`src/rtl/jpeg_frame_size_parser_defines.svh`:
```
// Assertion macros shared by the frame size parser RTL.
`ifndef JPEG_FRAME_SIZE_PARSER_DEFINES_SVH
`define JPEG_FRAME_SIZE_PARSER_DEFINES_SVH

`ifndef SYNTHESIS
// Same-cycle implication, disabled while reset is held.
`define JFSP_ASSERT_IMP(label, clk, rst_n, ante, cons, msg) \
  label: assert property (@(posedge clk) disable iff (!rst_n) (ante) |-> (cons)) \
    else $error(msg);
// Next-cycle implication, disabled while reset is held.
`define JFSP_ASSERT_NEXT(label, clk, rst_n, ante, cons, msg) \
  label: assert property (@(posedge clk) disable iff (!rst_n) (ante) |=> (cons)) \
    else $error(msg);
`else
`define JFSP_ASSERT_IMP(label, clk, rst_n, ante, cons, msg)
`define JFSP_ASSERT_NEXT(label, clk, rst_n, ante, cons, msg)
`endif

`endif

```
`src/rtl/jfsp_pkg.sv`:
```
// Types, codes and constant tables of the frame size parser.
package jfsp_pkg;

  localparam logic [2:0] PH_HEADER = 3'd0;
  localparam logic [2:0] PH_SKIP   = 3'd1;
  localparam logic [2:0] PH_MARKER = 3'd2;
  localparam logic [2:0] PH_LENGTH = 3'd3;
  localparam logic [2:0] PH_FRAME  = 3'd4;

  localparam logic [2:0] ST_FOUND     = 3'd0;
  localparam logic [2:0] ST_BAD_START = 3'd1;
  localparam logic [2:0] ST_NO_JFIF   = 3'd2;
  localparam logic [2:0] ST_CORRUPT   = 3'd3;
  localparam logic [2:0] ST_EARLY     = 3'd4;

  localparam logic [7:0] MARKER_PREFIX = 8'hFF;
  localparam logic [7:0] MARKER_SOI    = 8'hD8;
  localparam logic [7:0] MARKER_APP0   = 8'hE0;
  localparam logic [7:0] MARKER_SOF0   = 8'hC0;

  typedef struct packed {
    logic [2:0]  phase;
    logic [3:0]  pos;
    logic [16:0] skip;
    logic [7:0]  len_hi;
    logic [15:0] height;
    logic [7:0]  width_hi;
    logic        decided;
  } jfsp_state_t;

  typedef struct packed {
    logic        valid;
    logic [2:0]  status;
    logic [15:0] height;
    logic [15:0] width;
  } jfsp_result_t;

  function automatic logic [7:0] start_byte(input logic [1:0] idx);
    logic [7:0] val;
    case (idx)
      2'd0:    val = MARKER_PREFIX;
      2'd1:    val = MARKER_SOI;
      2'd2:    val = MARKER_PREFIX;
      default: val = MARKER_APP0;
    endcase
    return val;
  endfunction

  // The JFIF signature, zero terminated.
  function automatic logic [7:0] jfif_byte(input logic [2:0] idx);
    logic [7:0] val;
    case (idx)
      3'd0:    val = 8'h4A;
      3'd1:    val = 8'h46;
      3'd2:    val = 8'h49;
      3'd3:    val = 8'h46;
      default: val = 8'h00;
    endcase
    return val;
  endfunction

endpackage

```
`src/rtl/jfsp_intf.sv`:
```
// Handshake channel interfaces for the byte input and the result output.
interface jfsp_in_if;
  logic       valid;
  logic       ready;
  logic [7:0] data_byte;
  logic       last_byte;

  modport source (output valid, output data_byte, output last_byte, input ready);
  modport sink   (input valid, input data_byte, input last_byte, output ready);
endinterface

interface jfsp_out_if;
  logic        valid;
  logic        ready;
  logic [2:0]  status;
  logic [15:0] image_height;
  logic [15:0] image_width;

  modport source (output valid, output status, output image_height,
                  output image_width, input ready);
  modport sink   (input valid, input status, input image_height,
                  input image_width, output ready);
endinterface

```
`src/rtl/jpeg_frame_size_parser.sv`:
```
// Throughput: one byte per cycle, sustained, whenever the result side is not stalling.
// The per-byte parse step sits between a one-entry input register and the result register.
// Each file gives exactly one result; its last byte returns the parser to the start state.
// Reset (rst_n low, synchronous) empties both registers and clears the parser state.
`include "jpeg_frame_size_parser_defines.svh"

module jpeg_frame_size_parser
  import jfsp_pkg::*;
(
  input  logic           clk,
  input  logic           rst_n,
  jfsp_in_if.sink        in_ch,
  jfsp_out_if.source     out_ch
);

  // Input register: holds one accepted byte request until the parse step takes it.
  logic        in_valid_r;
  logic [7:0]  in_byte_r;
  logic        in_last_r;

  // Parser state, advanced once per processed byte.
  jfsp_state_t state_r;
  jfsp_state_t state_nxt;
  jfsp_result_t step_res;

  // Result register.
  logic        out_valid_r;
  logic [2:0]  out_status_r;
  logic [15:0] out_height_r;
  logic [15:0] out_width_r;

  logic        advance;
  logic        proc_fire;

  // The result register can take a new value when it is empty or being emptied.
  // The byte in the input register is processed exactly then, so the input
  // side keeps flowing while the result side keeps up, and a waiting result
  // still lets one further byte request be taken into the input register.
  assign advance   = !out_valid_r || out_ch.ready;
  assign proc_fire = in_valid_r && advance;
  assign in_ch.ready = !in_valid_r || advance;

  jfsp_step u_step (
    .st_cur  (state_r),
    .byte_in (in_byte_r),
    .last_in (in_last_r),
    .st_nxt  (state_nxt),
    .res     (step_res)
  );

  always_ff @(posedge clk) begin
    if (!rst_n) begin
      in_valid_r <= 1'b0;
    end else if (in_ch.ready) begin
      in_valid_r <= in_ch.valid;
    end
  end

  // Payload needs no reset.
  always_ff @(posedge clk) begin
    if (in_ch.ready && in_ch.valid) begin
      in_byte_r <= in_ch.data_byte;
      in_last_r <= in_ch.last_byte;
    end
  end

  // The header phase is coded as zero, so clearing the whole state selects it.
  always_ff @(posedge clk) begin
    if (!rst_n) begin
      state_r <= '0;
    end else if (proc_fire) begin
      state_r <= state_nxt;
    end
  end

  always_ff @(posedge clk) begin
    if (!rst_n) begin
      out_valid_r <= 1'b0;
    end else if (advance) begin
      out_valid_r <= proc_fire && step_res.valid;
    end
  end

  always_ff @(posedge clk) begin
    if (proc_fire && step_res.valid) begin
      out_status_r <= step_res.status;
      out_height_r <= step_res.height;
      out_width_r  <= step_res.width;
    end
  end

  assign out_ch.valid        = out_valid_r;
  assign out_ch.status       = out_status_r;
  assign out_ch.image_height = out_height_r;
  assign out_ch.image_width  = out_width_r;

  // Only a found frame carries dimensions.
  `JFSP_ASSERT_IMP(a_dims_zero, clk, rst_n,
                   out_valid_r && out_status_r != ST_FOUND,
                   out_height_r == 16'd0 && out_width_r == 16'd0,
                   "dimensions on a failed result")
  // Status codes stay within the defined set.
  `JFSP_ASSERT_IMP(a_status_range, clk, rst_n, out_valid_r, out_status_r <= ST_EARLY,
                   "status out of range")
  // The parser never reaches an undefined phase.
  `JFSP_ASSERT_IMP(a_phase_range, clk, rst_n, 1'b1, state_r.phase <= PH_FRAME,
                   "phase out of range")
  // The skip phase is only entered with bytes still to skip.
  `JFSP_ASSERT_IMP(a_skip_live, clk, rst_n, state_r.phase == PH_SKIP,
                   state_r.skip != 17'd0, "empty skip phase")
  // The final byte of a file leaves the parser ready for the next file.
  `JFSP_ASSERT_NEXT(a_last_clears, clk, rst_n, proc_fire && in_last_r,
                    state_r.phase == PH_HEADER && !state_r.decided && state_r.pos == 4'd0,
                    "parser not cleared after last byte")

endmodule

```
`src/rtl/jfsp_step.sv`:
```
// Per-byte parse step: next parser state and the result the byte decides.
module jfsp_step
  import jfsp_pkg::*;
(
  input  jfsp_state_t  st_cur,
  input  logic [7:0]   byte_in,
  input  logic         last_in,
  output jfsp_state_t  st_nxt,
  output jfsp_result_t res
);

  always_comb begin
    jfsp_state_t  s;
    logic         hit;
    logic [2:0]   code;
    logic [15:0]  wid;
    logic [15:0]  seg_len;
    logic [16:0]  jump;
    logic         jump_en;
    logic [3:0]   sig_off;

    s       = st_cur;
    hit     = 1'b0;
    code    = ST_CORRUPT;
    wid     = 16'd0;
    seg_len = {st_cur.len_hi, byte_in};
    jump    = 17'd0;
    jump_en = 1'b0;
    sig_off = st_cur.pos - 4'd6;

    if (!st_cur.decided) begin
      case (st_cur.phase)
        PH_HEADER: begin
          if (st_cur.pos < 4'd4) begin
            if (byte_in != start_byte(st_cur.pos[1:0])) begin
              hit  = 1'b1;
              code = ST_BAD_START;
            end else begin
              s.pos = st_cur.pos + 4'd1;
            end
          end else if (st_cur.pos == 4'd4) begin
            s.len_hi = byte_in;
            s.pos    = st_cur.pos + 4'd1;
          end else if (st_cur.pos == 4'd5) begin
            s.skip = {1'b0, st_cur.len_hi, byte_in};
            s.pos  = st_cur.pos + 4'd1;
          end else if (st_cur.pos > 4'd10 || byte_in != jfif_byte(sig_off[2:0])) begin
            hit  = 1'b1;
            code = ST_NO_JFIF;
          end else if (st_cur.pos == 4'd10) begin
            if (st_cur.skip < 17'd7) begin
              hit  = 1'b1;
              code = ST_CORRUPT;
            end else begin
              jump    = st_cur.skip - 17'd7;
              jump_en = 1'b1;
            end
          end else begin
            s.pos = st_cur.pos + 4'd1;
          end
        end
        PH_SKIP: begin
          if (st_cur.skip != 17'd0) begin
            s.skip = st_cur.skip - 17'd1;
          end
          if (s.skip == 17'd0) begin
            s.phase = PH_MARKER;
            s.pos   = 4'd0;
          end
        end
        PH_MARKER: begin
          if (st_cur.pos == 4'd0) begin
            if (byte_in != MARKER_PREFIX) begin
              hit  = 1'b1;
              code = ST_CORRUPT;
            end else begin
              s.pos = 4'd1;
            end
          end else begin
            s.phase = (byte_in == MARKER_SOF0) ? PH_FRAME : PH_LENGTH;
            s.pos   = 4'd0;
          end
        end
        PH_LENGTH: begin
          if (st_cur.pos == 4'd0) begin
            s.len_hi = byte_in;
            s.pos    = 4'd1;
          end else if (seg_len < 16'd2) begin
            hit  = 1'b1;
            code = ST_CORRUPT;
          end else begin
            jump    = {1'b0, seg_len - 16'd2};
            jump_en = 1'b1;
          end
        end
        PH_FRAME: begin
          if (st_cur.pos >= 4'd6) begin
            hit  = 1'b1;
            code = ST_FOUND;
            wid  = {st_cur.width_hi, byte_in};
          end else begin
            if (st_cur.pos == 4'd3) begin
              s.height = {byte_in, 8'h00};
            end else if (st_cur.pos == 4'd4) begin
              s.height = {st_cur.height[15:8], byte_in};
            end else if (st_cur.pos == 4'd5) begin
              s.width_hi = byte_in;
            end
            s.pos = st_cur.pos + 4'd1;
          end
        end
        default: begin
          hit  = 1'b1;
          code = ST_CORRUPT;
        end
      endcase
    end

    // Jump over a segment body, or straight to the next marker if it is empty.
    if (jump_en) begin
      s.skip  = jump;
      s.pos   = 4'd0;
      s.phase = (jump == 17'd0) ? PH_MARKER : PH_SKIP;
    end

    res.valid  = 1'b0;
    res.status = code;
    res.height = 16'd0;
    res.width  = 16'd0;
    if (hit) begin
      res.valid = 1'b1;
      s.decided = 1'b1;
      if (code == ST_FOUND) begin
        res.height = s.height;
        res.width  = wid;
      end
    end else if (last_in && !st_cur.decided) begin
      res.valid  = 1'b1;
      res.status = ST_EARLY;
    end

    // The final byte of a file always returns the parser to its reset state.
    if (last_in) begin
      s = '0;
      s.phase = PH_HEADER;
    end

    st_nxt = s;
  end

endmodule

```
`src/flat_wrapper.sv`:
```
// flat-port wrapper written by rule: the top's interface ports become plain ports
module jpeg_frame_size_parser_flat import jfsp_pkg::*;
  (clk, rst_n, in_ch_valid, in_ch_data_byte, in_ch_last_byte, in_ch_ready, out_ch_valid, out_ch_status, out_ch_image_height, out_ch_image_width, out_ch_ready);
  jfsp_in_if in_ch_i ();
  jfsp_out_if out_ch_i ();
  input  logic clk;
  input  logic rst_n;
  input wire logic [$bits(in_ch_i.valid)-1:0] in_ch_valid;
  input wire logic [$bits(in_ch_i.data_byte)-1:0] in_ch_data_byte;
  input wire logic [$bits(in_ch_i.last_byte)-1:0] in_ch_last_byte;
  output wire logic [$bits(in_ch_i.ready)-1:0] in_ch_ready;
  output wire logic [$bits(out_ch_i.valid)-1:0] out_ch_valid;
  output wire logic [$bits(out_ch_i.status)-1:0] out_ch_status;
  output wire logic [$bits(out_ch_i.image_height)-1:0] out_ch_image_height;
  output wire logic [$bits(out_ch_i.image_width)-1:0] out_ch_image_width;
  input wire logic [$bits(out_ch_i.ready)-1:0] out_ch_ready;
  assign in_ch_i.valid = in_ch_valid;
  assign in_ch_i.data_byte = in_ch_data_byte;
  assign in_ch_i.last_byte = in_ch_last_byte;
  assign in_ch_ready = in_ch_i.ready;
  assign out_ch_valid = out_ch_i.valid;
  assign out_ch_status = out_ch_i.status;
  assign out_ch_image_height = out_ch_i.image_height;
  assign out_ch_image_width = out_ch_i.image_width;
  assign out_ch_i.ready = out_ch_ready;
  jpeg_frame_size_parser u_core (.clk(clk), .rst_n(rst_n), .in_ch(in_ch_i), .out_ch(out_ch_i));
endmodule
```
`config.mk`:
```
export PLATFORM = sky130hd
export DESIGN_NAME = jpeg_frame_size_parser_flat
export DESIGN_NICKNAME = d
export VERILOG_FILES = /design/src/rtl/jfsp_pkg.sv /design/src/rtl/jfsp_intf.sv /design/src/rtl/jpeg_frame_size_parser.sv /design/src/rtl/jfsp_step.sv /design/src/flat_wrapper.sv
export VERILOG_INCLUDE_DIRS = /design/src /design/src/rtl
export SDC_FILE = /design/constraint.sdc
export NUM_CORES = 1
export LEC_CHECK = 0
export ABC_AREA = 1
export BUFFER_PORTS_ARGS = -buffer_cell sky130_fd_sc_hd__clkbuf_2
export CORE_ASPECT_RATIO = 0.5
export CORE_MARGIN = 3
export CORE_UTILIZATION = 60
export CTS_CLUSTER_DIAMETER = 100
export DETAILED_ROUTE_END_ITERATION = 10
export GPL_ROUTABILITY_DRIVEN = 1
export HOLD_SLACK_MARGIN = 0.05
export PLACE_DENSITY = 0.8
export SYNTH_ARGS = -nofsm -noshare
export SYNTH_HDL_FRONTEND = slang
export SYNTH_SLANG_ARGS = --single-unit
```
`constraint.sdc`:
```
create_clock -name clk -period 4.7 [get_ports clk]
set_clock_uncertainty 0.15 [all_clocks]
set_input_delay 0.47 -clock clk [delete_from_list [all_inputs] [get_ports clk]]
set_output_delay 0.47 -clock clk [all_outputs]
set_load 0.02 [all_outputs]
```
Yosys cells after proc, flatten, opt, wreduce, memory -nomap -nowiden

Index checks and enable logic that the tools add are counted.

Add/sub/neg operators: 5
Order comparisons: 5
Equality and inequality tests: 36
Mux-type cells: 92
Bitwise gates (word level): 4
Reduce and logical (&&, ||, !) cells: 35

Operators by type and width:

| operator                                                    | count |
|---|---|
| two-way mux 17 bit                                          | 12 |
| two-way mux 8 bit                                           | 14 |
| two-way mux 24 bit                                          | 3 |
| case mux 17 bit (2 select lines)                            | 2 |
| two-way mux 57 bit                                          | 1 |
| two-way mux 56 bit                                          | 1 |
| two-way mux 16 bit                                          | 3 |
| two-way mux 4 bit                                           | 11 |
| zero test 17 bit                                            | 2 |
| inequality test 4 x 3 -> 1 bit, second input constant       | 7 |
| two-way mux 1 bit                                           | 27 |
| two-way mux 25 bit                                          | 1 |
| case mux 7 bit (3 select lines)                             | 1 |
| case mux 4 bit (5 select lines)                             | 1 |
| less-than comparator 17 x 3 -> 1 bit, second input constant | 1 |
| nonzero test 17 bit                                         | 1 |
| subtractor 17 x 1 -> 17 bit, second input constant          | 1 |
| subtractor 17 x 3 -> 17 bit, second input constant          | 1 |
| less-than comparator 16 x 2 -> 1 bit, second input constant | 1 |
| inequality test 8 bit                                       | 2 |
| case mux 8 bit (2 select lines)                             | 1 |
| subtractor 16 x 2 -> 16 bit, second input constant          | 1 |
| two-way mux 3 bit                                           | 5 |
| inequality test 7 x 6 -> 1 bit, second input constant       | 2 |
| 42 further kinds                                            | 75 |

Register bits after elaboration: 103
Input port bits: 13

Depth between registers and ports, before layout

Gate-level depths: netlist of run 1.

Word-level depth: 21
Depth in mapped cells: 19
Gate-level depth less buffers: 18

Cells and area by module

A second synthesis of run 1 with hierarchy kept.

Cells, all modules: 1335
Area, all modules: 8339.2 µm²

Modules (own cells, without submodules):

| module                 | times used | cells each | area each (µm²) | seq. area each (µm²) |
|---|---|---|---|---|
| jfsp_step              | 1          | 901        | 4344.2          | 0.0 |
| jpeg_frame_size_parser | 1          | 434        | 3995.1          | 2502.4 |

Worst setup path before layout of run 1

No wires, ideal clock.

Path kind: flip-flop to flip-flop
Start point: register u_core.state_r[52] (netlist bit)
End point: register u_core.out_height_r[0], in the netlist u_core.out_ch.image_height[0] (enable)
Setup time: 0.390 ns
Arrival: 2.537 ns
Slack: 1.624 ns
Cell stages (with the launch flop): 18
Path buffers: 1
Period minus slack after synthesis: 3.076 ns
Cell sequence: dfxtp_1 -> inv_1 -> ha_1 -> buf_2 -> nand2_1 -> nand2_1 -> nand2_1 -> nand2_1 -> nor2_1 -> nand3_1 -> o21bai_1 -> nand2_1 -> o21ai_0 -> nand4_1 -> nand2_1 -> nand2_1 -> nand2_1 -> inv_1

Longest elaborated chain between the ends: 19
Elaborated cells on any way between the ends: 33

RTL lines:

| element                                                          | RTL line                     | RTL |
|---|---|---|
| start: declaration                                               | jpeg_frame_size_parser.sv:22 | `jfsp_state_t state_r;` |
| start signal: assignment                                         | jpeg_frame_size_parser.sv:72 | `state_r <= state_nxt;` |
| subtractor 3 bit                                                 | jfsp_step.sv:29              | `sig_off = st_cur.pos - 4'd6;` |
| == test 3 x 2 -> 1 bit or == test 3 x 1 -> 1 bit (tied branches) | jfsp_pkg.sv:52               | `case (idx)` |
| OR reduction 2 bit (no line)                                     | n/a                          |  |
| case mux 7 bit (3 select lines)                                  | jfsp_pkg.sv:52               |  |
| two-way mux 8 bit                                                | jfsp_step.sv:44              | `end else if (st_cur.pos == 4'd5) begin` |
| two-way mux 8 bit                                                | jfsp_step.sv:41              | `end else if (st_cur.pos == 4'd4) begin` |
| two-way mux 8 bit                                                | jfsp_step.sv:34              | `if (st_cur.pos < 4'd4) begin` |
| two-way mux 8 bit                                                | jfsp_step.sv:32              | `case (st_cur.phase)` |
| (+3 left out)                                                    | n/a                          |  |
| two-way mux 1 bit                                                | jfsp_step.sv:47              | `end else if (st_cur.pos > 4'd10 \|\| byte_in != jfif_byte(sig_off[2:0])) begin` |
| two-way mux 1 bit                                                | jfsp_step.sv:44              |  |
| two-way mux 1 bit                                                | jfsp_step.sv:41              |  |
| two-way mux 1 bit                                                | jfsp_step.sv:34              |  |
| case mux 1 bit (5 select lines) *                                | jfsp_step.sv:32              |  |
| two-way mux 1 bit *                                              | jfsp_step.sv:31              | `if (!st_cur.decided) begin` |
| two-way mux 1 bit *                                              | jfsp_step.sv:130             | `if (hit) begin` |
| logical AND 1 bit *                                              | jpeg_frame_size_parser.sv:85 | `if (proc_fire && step_res.valid) begin` |
| end signal: assignment                                           | jpeg_frame_size_parser.sv:87 | `out_height_r <= step_res.height;` |
| end: declaration                                                 | jpeg_frame_size_parser.sv:29 | `logic [15:0] out_height_r;` |

Every way passes the cells marked *; elsewhere a longest branch is shown, timed or not. The select of a mux whose other input is x is not followed.
A chain may end at the register's enable or synchronous reset.

Final worst setup path of run 1

Start point: register u_core.state_r[52] (netlist bit)
End point: register u_core.out_height_r[12], in the netlist u_core.out_ch.image_height[12] (enable)

The elaborated chain is that of the path after synthesis.

==> run summary, run 1 <==
Wires add up to 19900 µm. The hold violation count in the final report was 0. After detailed routing, the number of remaining DRC violations is 0. The overall power is 2.24 mW, and the data required time of the worst path is 4610 ps. Summing all flip-flop and latch instances after layout gives 2500 µm². The mapped netlist covers 6720 µm². Summed over all layers, the global routing overflow is 0. After clock tree synthesis, the setup repair step added 0 buffers. The number of antenna diodes in the final layout is 0. Timing analysis after detailed placement gives a worst setup slack of 1230 ps. The via count of the first global-routing pass is 6222. After the flow finishes, the layout carries non-filler instances totaling 1181. For the worst setup path, the data arrival time is 3490 ps. The tightest hold margin was 133 ps; the clock transition at the registers of the reported paths was 80 ps.

The cell sitting at the root of the clock tree is a sky130_fd_sc_hd__clkbuf_16. For this run, the detailed router's first-pass iteration total came to 6. The number of rows created at floorplan is 26. TritonCTS built the clock tree. The horizontal extent of the die came out at 156 µm. The run gives 10500 µm² as the floorplan core area. The run finished with clean final reports. Routed via count divided by cell count: 5.79. The analysis attributes to cell leakage a power of 3.37 nW. The clock net sink count was 103.

The area of the die was 12600 µm²; the period utilization was 76.2%. The area used by multi-input combinational logic was 3570 µm²; the number of max-cap violations was 0. At the later pin of the worst-skew pair, clock insertion delay measures 360 ps. The number of gates resized after cts was 0. The congestion estimate from routability-driven global placement came to 1.03.

Time the worst path needs with I/O delays and setup: 3580 ps. The logs give 50 for the number of ports placed on the die boundary and 0 for the residual antenna-violating net count after detailed routing. The library cells used most frequently in the layout, excluding fill and tap cells, are sky130_fd_sc_hd__nand2_1 (289), sky130_fd_sc_hd__nor2_1 (146), sky130_fd_sc_hd__inv_1 (117), sky130_fd_sc_hd__nand3_1 (70), sky130_fd_sc_hd__a21oi_1 (66).

The share of the yosys chip area belonging to registers is 37.2%, and the number of library cell types mapped by synthesis is 39. The initial antenna violation count came out at 0. For the net count of the mapped netlist, the log shows 1034.

The cell type contributing the most total cell area after synthesis was sky130_fd_sc_hd__edfxtp_1. After detailed routing, the average wire length per cell comes to 16.8 µm. The worst setup path is captured at a flop.

The min-delay analysis places its worst path in the category input pin to flop. In this run the tightest slew margin relative to its limit is 12.6%. The power density of the placed cells works out to 308 nW/µm². The synthesized area per cell was 6.65 µm². Static timing analysis puts the maximum clock frequency at 279 MHz. After the first detailed-routing iteration, the DRC count stood at 791. Leading cell type in the layout, fill and taps excluded: sky130_fd_sc_hd__nand2_1.

Synthesis inferred 103 register bits. The logs give 47 for the maximum number of pins on one net before global-route repair and 0 for the final count of pins violating max slew. For the total track usage, the log shows 32.4%. The critical path is of the flop to flop type.

Adding up every negative setup slack in the final design gives 0 ps. Fill cells in the final layout number 926. The area share of the largest cell type after synthesis is 19.7%, and the count of vias placed by the detailed router is 6840. The first global-routing pass estimated 32000 µm of wire. The post-layout worst setup margin was 1120 ps. Buffers inserted during clock tree synthesis total 9. The number of standard cells after synthesis is 1010.

By area the synthesized netlist is led by sky130_fd_sc_hd__edfxtp_1 (20%), sky130_fd_sc_hd__dfxtp_1 (18%), sky130_fd_sc_hd__nand2_1 (16%), sky130_fd_sc_hd__nor2_1 (8.2%), sky130_fd_sc_hd__inv_1 (6.5%). The die extent in y is 80.8 µm, and the number of placed cells counting well taps is 1165. In this run the number of H-tree levels came out at 3.

The initial cell density of the core was 63.7%. Summed over all nets, the half-perimeter wirelength after detailed placement is 14600 µm. The hold-fix buffer count after cts is 0, and the number of synthesis warnings is 0. Along the worst path, the maximum fanout reaches 35. The length in cells of the worst reg-to-reg path was 16; the measured slew at the worst slew-check pin was 1310 ps.

The worst hold path depth came out at 1. The number of port buffers came out at 49. Setup repair after global routing left no endpoint under its margin. The worst-case IR drop observed on VDD is 0.000179 V.

The tools report the category of the worst setup path launch point as a flop. Compared with the post-synthesis result, the final layout area differs by 8.34%. The setup violation total in the final timing report is 0. For this run, the post-layout net count is 1060. No sink is reached through more buffers than the 2 on the longest clock path. Of the cells placed in the final design, the portion with a size suffix greater than 1 is 9.61%.
## area by class of cell
class	count	share of cell area, %
sequential	103	34.4
multi-input combinational	747	49.1
clock inverter	6	0.859
inverter	121	6.24
tap	140	2.41
timing repair buffer	54	3.88
clock buffer	10	3.15
## synthesized netlist by cell type, drive strengths merged
cell and number:
o21a 2, or2 3, nor2 158, a21oi 66
o41ai 1, nand3b 1, o31ai 1, o21bai 2
o2111ai 2, buf 16, inv 121, nand3 74
o211ai 20, nand2 294, a211oi 8, o221ai 1
xnor2 2, o22ai 1, edfxtp 44, clkbuf 23
xor2 14, nor3 8, ha 11, o21ai 65
nand4 13, dfxtp 59
## final timing paths
| path | startpoint | slack [ps] | to |
|---|---|---|---|
| setup / recovery | u_core.state_r[52]$_SDFFE_PN0P_ | 1120 | u_core.out_ch.image_height[12]$_SDFFCE_PN0P_ |
| setup reg to reg | u_core.state_r[52]$_SDFFE_PN0P_ | 1120 | u_core.out_ch.image_height[12]$_SDFFCE_PN0P_ |
| hold reg to reg | u_core.state_r[20]$_SDFFE_PN0P_ | 320 | u_core.state_r[20]$_SDFFE_PN0P_ |
| hold / removal | in_ch_data_byte[7] | 130 | u_core.in_byte_r[7]$_DFFE_PP_ |
## routing by layer
metal | part of all wire, % | GRT usage, % | wire (µm)
met5 | 0 | 0 | 0
met4 | 1.9 | 8.65 | 380
met3 | 11 | 7.13 | 2250
met2 | 42 | 50.5 | 8390
met1 | 45 | 45.9 | 8860
## power breakdown
part	total [mW]	switching [mW]	internal [mW]
Clock	0.745	0.369	0.375
Combinational	0.468	0.335	0.133
Sequential	1.03	0.0463	0.981
Total	2.24	0.750	1.49
## worst max-delay path, stage by stage, from the launching register on
cell and delay [ps]:
sky130_fd_sc_hd__dfxtp_1 460, sky130_fd_sc_hd__inv_1 120, sky130_fd_sc_hd__ha_1 420, sky130_fd_sc_hd__nand2_1 180, sky130_fd_sc_hd__nand3_1 100, sky130_fd_sc_hd__nand2_1 70
sky130_fd_sc_hd__nor2_1 170, sky130_fd_sc_hd__nand3_1 220, sky130_fd_sc_hd__o21bai_1 240, sky130_fd_sc_hd__nand2_1 100, sky130_fd_sc_hd__o21ai_0 180, sky130_fd_sc_hd__nand4_1 230
sky130_fd_sc_hd__nand2_1 140, sky130_fd_sc_hd__nand2_1 50, sky130_fd_sc_hd__nand2_1 100, sky130_fd_sc_hd__inv_1 50, sky130_fd_sc_hd__buf_4 280
## sequential cells by signal, summed over array words and instances, names as in the netlist
signal                      count
u_core.in_byte_r                8
u_core.in_valid_r               1
u_core.out_ch.image_height     16
u_core.state_r                 57
u_core.in_last_r                1
u_core.out_ch.image_width      16
u_core.out_ch.status            3
u_core.out_ch.valid             1
## logic make-up (layout without fill, tap and decap cells)
group | count (synthesis) | count (layout) | synth area share (%)
flip-flops | 103 | 103 | 37.2
AND/OR/NAND/NOR | 551 | 551 | 34.6
adder cells (fa/ha/maj) | 11 | 11 | 2.05
AO/OA/AOI/OAI | 169 | 169 | 14.4
buffers and inverters | 160 | 191 | 9.57
XOR/XNOR | 16 | 16 | 2.09
## metrics by stage
stage / util, % / cell area [µm²]
finish: 69.1 / 7280
global route: 69.1 / 7280
CTS: 69.1 / 7280
detailed placement: 66.3 / 6990
global placement: 66.3 / 6990
floorplan: - / 6720
Power figures use the tool's default switching activity.
==> run 2, diff against run 1 <==
--- a/config.mk
+++ b/config.mk
@@ -10,12 +10,12 @@
 export BUFFER_PORTS_ARGS = -buffer_cell sky130_fd_sc_hd__clkbuf_2
 export CORE_ASPECT_RATIO = 0.5
 export CORE_MARGIN = 3
-export CORE_UTILIZATION = 60
+export CORE_UTILIZATION = 55
 export CTS_CLUSTER_DIAMETER = 100
 export DETAILED_ROUTE_END_ITERATION = 10
 export GPL_ROUTABILITY_DRIVEN = 1
 export HOLD_SLACK_MARGIN = 0.05
-export PLACE_DENSITY = 0.8
+export PLACE_DENSITY = 0.77
 export SYNTH_ARGS = -nofsm -noshare
 export SYNTH_HDL_FRONTEND = slang
 export SYNTH_SLANG_ARGS = --single-unit
==> constraint.sdc (replaced) <==
create_clock -name clk -period 3.22 [get_ports clk]
set_clock_uncertainty 0.15 [all_clocks]
set_input_delay 0.322 -clock clk [delete_from_list [all_inputs] [get_ports clk]]
set_output_delay 0.322 -clock clk [all_outputs]
set_load 0.02 [all_outputs]
==> run 2 against run 1 <==
Compared with the run above:
- fmax grew 19%
- die area is 8.6% higher
- via count rose by 2.1%
- critical path depth fell by 3
- power increased by 49%
- core utilization is 2.7 points lower
- largest power group unchanged
- highest routed layer unchanged
==> run summary, run 2 (synthesis results as in run 1) <==
The number of diodes came out at 0 (unchanged). The switching power summed over all nets is 1.12 mW (+49%), and the maximum frequency from static timing analysis is 332 MHz (+19%). Peak per-stage delay on the critical path: 530 ps (+70 ps). The run gives 47 (unchanged) as the maximum number of pins on one net before global-route repair. The run gives 27 (+3.8%) as the number of rows created at floorplan.

For the leakage power of the design, the log shows 3.53 nW (+4.9%). The run gives 13700 µm² (+8.6%) as the area of the die. The tools report the reg-to-reg critical path startpoint as u_core.in_byte_r[2]$_DFFE_PP_. For the routed metal-1 wirelength, the log shows 9550 µm (+7.8%). The tools report the post-layout worst setup margin as 210 ps (-907 ps).

The routed via count divided by cell count was 5.66 (-2.3%). u_core.state_r holds more flip-flops than any other register. The worst voltage drop across the vdd grid was 0.000374 V (+110%).

Critical path's top delay family: simple AND/OR/NAND/NOR gates. The final count of pins violating max slew came out at 0 (unchanged). The latest clock arrival within the worst-skew pair came out at 360 ps (about the same). The number of flip-flops in the largest register is 57 (unchanged).

The peak fanout along the critical path works out to 7 (-80%). The run finished with clean final reports. The worst flop-to-flop path endpoint was u_core.state_r[54]$_SDFFE_PN0P_. The total length of routed wires was 20800 µm (+4.5%); the length in cells of the worst reg-to-reg path was 13 (-3).

The combined buffer and inverter count along the critical path is 1 (-2). The slowest stage of the critical path belongs to the cell sky130_fd_sc_hd__edfxtp_1. The number of inserted filler cells in the final layout is 1039 (+12%).

The total track usage is 30.6% (-1.8 points), and the count of vias placed by the detailed router is 6987 (+2.1%). The minimum setup slack among reg-to-reg paths is 210 ps (-910 ps). The tools report the total global routing overflow as 0 (unchanged). The power density of the placed cells came out at 438 nW/µm² (+42%). The tools report the remaining max-slew budget at the tightest pin as 36.9% (+24 points). Setup repair after global routing left no endpoint under its margin. Data required time of the worst path: 3260 ps (-1350 ps).

The signal arrival time at the worst endpoint came out at 3050 ps (-440 ps). Via count of the first global-routing pass: 6316 (+1.5%). Tracing the worst setup path back leads to its startpoint at u_core.in_byte_r[2]$_DFFE_PP_. The run gives 7600 µm² (+4.5%) as the total non-filler cell area in the finished layout. Cell repeated most along the worst path: sky130_fd_sc_hd__nand3_1. Critical path capture point type: a flop. The fraction of layout cells with a size suffix above 1 was 12.2% (+2.6 points); the floorplan core area was 11500 µm² (+8.7%). The detailed route wirelength on metal3 is 1830 µm (-19%). The DRC violation count after routing was 0 (unchanged); the synthesis-to-finish area growth was 13.2%. The final-stage net count is 1095 (+3.3%). The tools report the placed wire-length estimate after detailed placement as 15400 µm (+5.5%). The routed wire length per instance is 16.8 µm (about the same). The final estimated routing congestion in global placement is 1.04 (+0.85%), and the number of max-cap violations is 0 (unchanged).

TritonCTS built the clock tree. The number of port buffers came out at 49 (unchanged). The tools report the fraction of power consumed by the clock network as 33.2% (about the same).

Routed signal wires occupy layers up through met4. The utilization after layout was 66.4% (-2.7 points). The run gives 103 (unchanged) as the clock net sink count. Worst hold-check path type: input pin to flop. The horizontal extent of the die is 162 µm (+4.3%).

The worst setup slack before clock tree synthesis came out at 159 ps (-1080 ps). Traced cell by cell, the critical path runs through inv_1, ha_1, nand3_1, nor3_1, nand4_1, nand3_1, o21ai_0, nor2_1, nand2_1, nor2_1, nand3_1, nand3_1, a21oi_1. The detailed route wirelength on metal2 is 9100 µm (+8.5%). For the fraction of power consumed by sequential logic, the log shows 44.5% (-1.4 points). The number of ports placed on the die boundary came out at 50 (unchanged). The logic depth of the worst path, buffers included was 13 (-3). The wire length of the first global-routing pass came out at 33200 µm (+3.6%). The time the worst path needs with I/O delays and setup came out at 3010 ps (-573 ps).

The tools report the initial cell density of the core as 58.7% (-5.1 points). The hold violation count in the final report is 0 (unchanged). The logs give 9 (unchanged) for the number of clock buffers inserted by TritonCTS and 2 (unchanged) for the maximum count of clock buffers along a single path. The clock transition at the registers of the reported paths came out at 80 ps (about the same). The maximum level of the CTS H-tree is 3 (unchanged). The tree is rooted in a sky130_fd_sc_hd__clkbuf_16. The tools report the category of the worst setup path launch point as a flop. End point of the critical path: u_core.state_r[54]$_SDFFE_PN0P_.

The logs give 0 (unchanged) for the setup violation total in the final timing report and 5 (-1) for the number of optimization iterations in the first detailed-route pass. The top cell types in the final layout, fill and taps aside, are sky130_fd_sc_hd__nand2_1 (289), sky130_fd_sc_hd__nor2_1 (145), sky130_fd_sc_hd__inv_1 (117), sky130_fd_sc_hd__nand3_1 (69), sky130_fd_sc_hd__a21oi_1 (66). Net switching fraction of the power: 33.6% (+0.13 points). The initial antenna violation count was 0 (unchanged); the worst hold path depth was 3 (+2). The die extent in y is 84.2 µm (+4.1%), and the period utilization is 93.5% (+17 points). Setup TNS: 0 ps (unchanged). Critical setup path kind: flop to flop.

Measured slew at the worst slew-check pin: 945 ps (-367 ps). The count of routing violations after the opening detailed-route iteration came out at 788 (-0.38%). The run gives 22.4% (+1.5 points) as the combinational cell fraction of total power. The tools report the total internal power as 2.21 mW (+48%). For the residual antenna-violating net count after detailed routing, the log shows 0 (unchanged).

The cell area after placement came out at 7210 µm² (+3.1%). The leading cell type in the layout, fill and taps excluded was sky130_fd_sc_hd__nand2_1. The overall power came out at 3.33 mW (+49%).
run 2: changes by cell type in the layout (fill, tap and decap cells not counted), sizes merged:
cell / previous run / this run
buf: 5 / 31
clkinv: 2 / 3
inv: 125 / 124
dlygate4sd3: 0 / 9
run 2: how the worst min path moves through the flow:
stage / startpoint / to / slack [ps]
finish: in_ch_valid / u_core.in_valid_r$_SDFFE_PN0N_ / 90
global route: in_ch_valid / u_core.in_valid_r$_SDFFE_PN0N_ / 110
CTS: in_ch_valid / u_core.in_valid_r$_SDFFE_PN0N_ / 80
detailed placement: u_core.state_r[7]$_SDFFE_PN0P_ / u_core.state_r[7]$_SDFFE_PN0P_ / 310
global placement: u_core.state_r[19]$_SDFFE_PN0P_ / u_core.state_r[19]$_SDFFE_PN0P_ / 300
floorplan: in_ch_data_byte[0] / u_core.in_byte_r[0]$_DFFE_PP_ / 270
run 2: tightest hold or removal path, cell delays in order:
cell and delay, ps:
sky130_fd_sc_hd__clkbuf_2 80, sky130_fd_sc_hd__nand2_1 80, sky130_fd_sc_hd__a21oi_1 70
run 2: area by class of cell:
cell class,instances,area [µm²],share of cell area (%)
Clock buffer,10,229,3.01
Clock inverter,6,61.3,0.806
Inverter,121,454,5.97
Multi-Input combinational cell,747,3590,47.2
Sequential cell,103,2500,32.9
Tap cell,159,199,2.62
Timing Repair Buffer,89,572,7.52
run 2: power groups by stage:
stage               registers, mW  clock network [mW]  logic, mW
global route                 1.49                1.18      0.817
global placement             1.51                   0      0.703
finish                       1.48                1.10      0.744
CTS                          1.48                1.11      0.723
floorplan                    1.53                   0      0.460
detailed placement           1.51                   0      0.710
run 2: routing by layer:
layer,global-route usage [%],vias up
met1,44.0,3220
met5,0,-
met2,47.5,333
met3,6.11,29
li1,-,3405
met4,7.35,0
run 2: metrics by stage:
| stage | std cells | hold WS (ps) |
|---|---|---|
| floorplan | 1010 | 271 |
| global placement | 1210 | 301 |
| detailed placement | 1210 | 307 |
| CTS | 1235 | 79.7 |
| global route | 1235 | 109 |
| finish | 1235 | 92.6 |
run 2: repair_timing:
item	4_1_cts	5_1_grt
hold buffers	9	0
gates resized for setup	0	6
endpoints found under the hold margin	9	0
setup endpoints to repair	0	38
setup buffers	0	0
==> run 3, diff against run 2 <==
--- a/config.mk
+++ b/config.mk
@@ -10,12 +10,13 @@
 export BUFFER_PORTS_ARGS = -buffer_cell sky130_fd_sc_hd__clkbuf_2
 export CORE_ASPECT_RATIO = 0.5
 export CORE_MARGIN = 3
-export CORE_UTILIZATION = 55
+export CORE_UTILIZATION = 57
 export CTS_CLUSTER_DIAMETER = 100
 export DETAILED_ROUTE_END_ITERATION = 10
 export GPL_ROUTABILITY_DRIVEN = 1
 export HOLD_SLACK_MARGIN = 0.05
-export PLACE_DENSITY = 0.77
+export PLACE_DENSITY = 0.78
 export SYNTH_ARGS = -nofsm -noshare
 export SYNTH_HDL_FRONTEND = slang
+export SYNTH_HIERARCHICAL = 1
 export SYNTH_SLANG_ARGS = --single-unit
==> run 3 against run 2 <==
Compared with the run above:
- flip-flop and latch count unchanged
- clock power up 7%
- setup slack better by 51 ps
- global-route usage up 3.6 points
- sequential share of layout area down 5.8 points
- worst hold slack better by 54 ps
- count of clock-buffer cells in the layout down 1
- die area up 19%
- area after synthesis up 24%
- via count up 33%
==> run summary, run 3 <==
The flow ran to the end, and the final reports show no timing, DRC or antenna violations. Number of optimization iterations in the first detailed-route pass: 5 (unchanged). The tightest hold margin was 147 ps (+54.1 ps). The cell with the largest stage delay on the worst path was sky130_fd_sc_hd__dfxtp_1. The tools report the number of synthesis warnings as 6 (+6). Setup repair after global routing left no endpoint under its margin.

The share of the yosys chip area belonging to registers came out at 30.0% (-7.2 points). The tools report the maximum number of pins on one net before global-route repair as 67 (+43%). Via count of the first global-routing pass: 8262 (+31%). Number of port buffers: 49 (unchanged).

TritonCTS built the clock tree. The combined buffer and inverter count along the critical path was 2 (+1); the routed wire length per instance was 17.5 µm (+3.9%). The wire length of the first global-routing pass was 44200 µm (+33%). The initial cell density of the core is 59.9% (+1.2 points). The run gives 50 (unchanged) as the number of ports placed on the die boundary. Among all flip-flop cells after synthesis, the most frequent one is sky130_fd_sc_hd__dfxtp_1. Sorting the synthesized cells by area gives the leading types as sky130_fd_sc_hd__edfxtp_1 (16%), sky130_fd_sc_hd__dfxtp_1 (14%), sky130_fd_sc_hd__nand2_1 (12%), sky130_fd_sc_hd__nor2_1 (9.3%), sky130_fd_sc_hd__nand3_1 (7.6%). In this run the worst hold path is classified as input pin to flop. The met2 capacity usage during global routing was 49.7% (+2.2 points); the area share of the largest cell type after synthesis was 15.8% (-3.8 points).

Net count of the mapped netlist: 1359 (+31%). The top register by number of flip-flops is u_core/state_r. Walking the worst path, the cells encountered are buf_4, nor2_1, nand2_1, nor2_4, nand2_2, nand3_1, nor2_1, nand3_1, nand2_1, o21ai_1, nand2_1, nor2_1, nand2_1, nand2_1, nor2_1, inv_1, nand3_1, nand2_1, nor2_1. The tools report the number of max-cap violations as 0 (unchanged). Cell repeated most along the worst path: sky130_fd_sc_hd__nand2_1. The number of enable flip-flop cells after synthesis was 44 (unchanged); the residual antenna-violating net count after detailed routing was 0 (unchanged).

The synthesized area is 8340 µm² (+24%). Horizontal extent of the die: 177 µm (+9.1%). The library cell used most frequently in the layout, excluding fill and tap cells, is sky130_fd_sc_hd__nand2_1.

The number of flip-flops in the largest register is 57 (unchanged), and the number of synthesized register bits is 103 (unchanged). The run gives 0 (unchanged) as the DRC violation count after routing. The most common cell in the synthesized netlist is sky130_fd_sc_hd__nand2_1. The tools report the overall power as 4.03 mW (+21%). The startpoint identified for the worst register-to-register timing path is u_core/state_r[39]$_SDFFE_PN0P_. Clock tree synthesis selected as its root buffer the cell sky130_fd_sc_hd__clkbuf_16. The run gives 8.19% (+2.1 points) as the global-route track usage on met3.

The length in cells of the worst reg-to-reg path is 19 (+6), and the setup violation total in the final timing report is 0 (unchanged). The synthesis-to-finish area growth was 10.7%; the final estimated routing congestion in global placement was 1.03 (-0.60%). The synthesized area per cell works out to 6.25 µm² (-6.1%). The period utilization is 91.9% (-1.6 points). The layer flagged by global routing as most heavily used is met1. The number of library cell types mapped by synthesis is 40 (+2.6%), and the time the worst path needs with I/O delays and setup is 2960 ps (-51.0 ps).

The leakage power of the design is 4.14 nW (+17%), and the measured slew at the worst slew-check pin is 691 ps (-253 ps). STA classifies the critical path endpoint as a flop. The tools report the number of diodes as 0 (unchanged). The routed via count divided by cell count works out to 5.87 (+3.8%). Die extent in y: 91.5 µm (+8.8%).

The tools report the minimum setup slack among reg-to-reg paths as 260 ps (+50 ps). The tools report the final count of pins violating max slew as 0 (unchanged). The power density of the placed cells was 436 nW/µm² (-0.38%); the hold violation count in the final report was 0 (unchanged). The count of routing violations after the opening detailed-route iteration came out at 1162 (+47%). The total length of routed wires was 27600 µm (+33%). The number of standard cells after synthesis is 1335 (+32%), and the clock transition at the registers of the reported paths is 100 ps (+20 ps).

In this run the critical register-to-register path is captured at u_core/state_r[54]$_SDFFE_PN0P_. The count of vias placed by the detailed router is 9274 (+33%), and the number of inserted filler cells in the final layout is 1289 (+24%). The number of rows created at floorplan is 30 (+11%). The tools report the worst voltage drop across the vdd grid as 0.000366 V (-2.1%). Global routing usage on met1: 50.1% (+6.0 points). The startpoint identified for the worst hold timing path is out_ch_ready. The fraction of layout cells with a size suffix above 1 is 13.1% (+0.95 points), and the area of the die is 16200 µm² (+19%). The tools report the initial antenna violation count as 0 (unchanged). Of all cell types, the one taking the most synthesized area is sky130_fd_sc_hd__edfxtp_1. The data required time of the worst path was 3330 ps (+70 ps); the signal arrival time at the worst endpoint was 3070 ps (+20 ps). The tools report the destination of the worst hold path as u_core/in_valid_r$_SDFFE_PN0P_.

Clock net sink count: 103 (unchanged). The top cell types in the final layout, fill and taps aside, are sky130_fd_sc_hd__nand2_1 (269), sky130_fd_sc_hd__nor2_1 (204), sky130_fd_sc_hd__inv_1 (168), sky130_fd_sc_hd__nand3_1 (126), sky130_fd_sc_hd__a21oi_1 (114). Grouping stages by cell kind, the critical path spends the most delay in simple AND/OR/NAND/NOR gates. The category of the worst setup path launch point was a flop. The peak fanout along the critical path works out to 15 (+8).

The total track usage is 34.2% (+3.6 points). The tools report the floorplan core area as 13900 µm² (+22%). By count the netlist is led by sky130_fd_sc_hd__nand2_1 (269), sky130_fd_sc_hd__nor2_1 (206), sky130_fd_sc_hd__inv_1 (168). The logs give 9 (unchanged) for the number of clock buffers inserted by TritonCTS and 350 ps (about the same) for the latest clock arrival within the worst-skew pair. Peak per-stage delay on the critical path: 400 ps (-130 ps). The logs give 20000 µm (+30%) for the placed wire-length estimate after detailed placement and 338 MHz (+1.7%) for the maximum frequency from static timing analysis. The final-stage net count is 1406 (+28%). The remaining max-slew budget at the tightest pin is 53.9% (+17 points), and the setup TNS is 0 ps (unchanged). Worst hold path depth: 4 (+1). The logs give 3 (unchanged) for the maximum level of the CTS H-tree and 2 (unchanged) for the maximum count of clock buffers along a single path. The critical setup path kind was flop to flop. The async set-or-reset flop fraction in the synthesized netlist came out at 0% (unchanged).

For the total global routing overflow, the log shows 0 (unchanged).
## run 3: cell types whose count changed after synthesis, moves of 19 or more
cell	delta
sky130_fd_sc_hd__a21oi_1	+48
sky130_fd_sc_hd__buf_2	+21
sky130_fd_sc_hd__inv_1	+51
sky130_fd_sc_hd__nand2_1	-20
sky130_fd_sc_hd__nand3_1	+57
sky130_fd_sc_hd__nor2_1	+60
sky130_fd_sc_hd__nor3_1	+22
sky130_fd_sc_hd__o21ai_0	+26
sky130_fd_sc_hd__o22ai_1	+19
## run 3: repair_timing
action                     4_1_cts  5_1_grt
setup endpoints to repair        0       61
hold endpoints to repair        10        0
resized for setup                0        7
setup buffers                    0        0
hold buffers                    10        0
## run 3: power by group
part	switching, mW	leakage (nW)	internal, mW	total (mW)
clock	0.620	0.143	0.560	1.18
combinational	0.886	3.12	0.418	1.30
sequential	0.0877	0.884	1.46	1.54
total	1.59	4.14	2.43	4.03
## run 3: tightest hold or removal path, cell delays in order
cell,delay (ps)
sky130_fd_sc_hd__clkbuf_2,80
sky130_fd_sc_hd__inv_2,40
sky130_fd_sc_hd__nand3_1,100
sky130_fd_sc_hd__a21boi_1,70
## run 3: area by class of cell
cell class | instances | area (µm²) | area share (%)
flip-flops and latches | 103 | 2510 | 27.2
clock buffers | 9 | 225 | 2.44
repair buffers | 110 | 757 | 8.20
clock inverters | 7 | 83.8 | 0.908
inverters | 184 | 691 | 7.48
multi-input cells | 974 | 4730 | 51.2
well taps | 192 | 240 | 2.60
## run 3: through the flow
stage / worst slack, ps / cells / instance area [µm²] / util, %
2_1_floorplan: 30.1 / 1335 / 8350 / -
3_5_place_dp: 220 / 1553 / 8800 / 63.2
5_1_grt: 7.99 / 1579 / 9240 / 66.3
6_report: 261 / 1579 / 9240 / 66.3
4_1_cts: 196 / 1579 / 9210 / 66.1
3_3_place_gp: 299 / 1553 / 8800 / 63.2
## run 3: cell families after synthesis
logic type	after synthesis	share of synthesized area, %
buffers and inverters	258	13.7
AOI/OAI and AO/OA	245	15.7
DFF	103	30.0
adders and majority gates	11	1.65
and+or+nand+nor	696	36.7
xor gates and xnor gates	22	2.31
## run 3: per-layer routing
metal | part of all wire (%) | up-vias | wire length [µm]
met2 | 42 | 564 | 11700
met4 | 2.5 | 0 | 701
met1 | 44 | 4222 | 12100
li1 | - | 4428 | -
met3 | 12 | 60 | 3210
met5 | 0 | - | 0
## run 3: worst max-delay path by stage
stage                                    start                                      end  cells past startpoint
2_1_floorplan  u_core/state_r[52]$_SDFFE_PN0P_  u_core/out_ch.image_height[0]$_DFFE_PP_                     18
3_5_place_dp   u_core/state_r[51]$_SDFFE_PN0P_          u_core/state_r[54]$_SDFFE_PN0P_                     22
3_3_place_gp   u_core/state_r[33]$_SDFFE_PN0P_          u_core/state_r[51]$_SDFFE_PN0P_                     19
5_1_grt        u_core/state_r[33]$_SDFFE_PN0P_          u_core/state_r[51]$_SDFFE_PN0P_                     19
6_report       u_core/state_r[39]$_SDFFE_PN0P_          u_core/state_r[54]$_SDFFE_PN0P_                     19
4_1_cts        u_core/state_r[51]$_SDFFE_PN0P_  u_core/out_ch.image_width[15]$_DFFE_PP_                     17
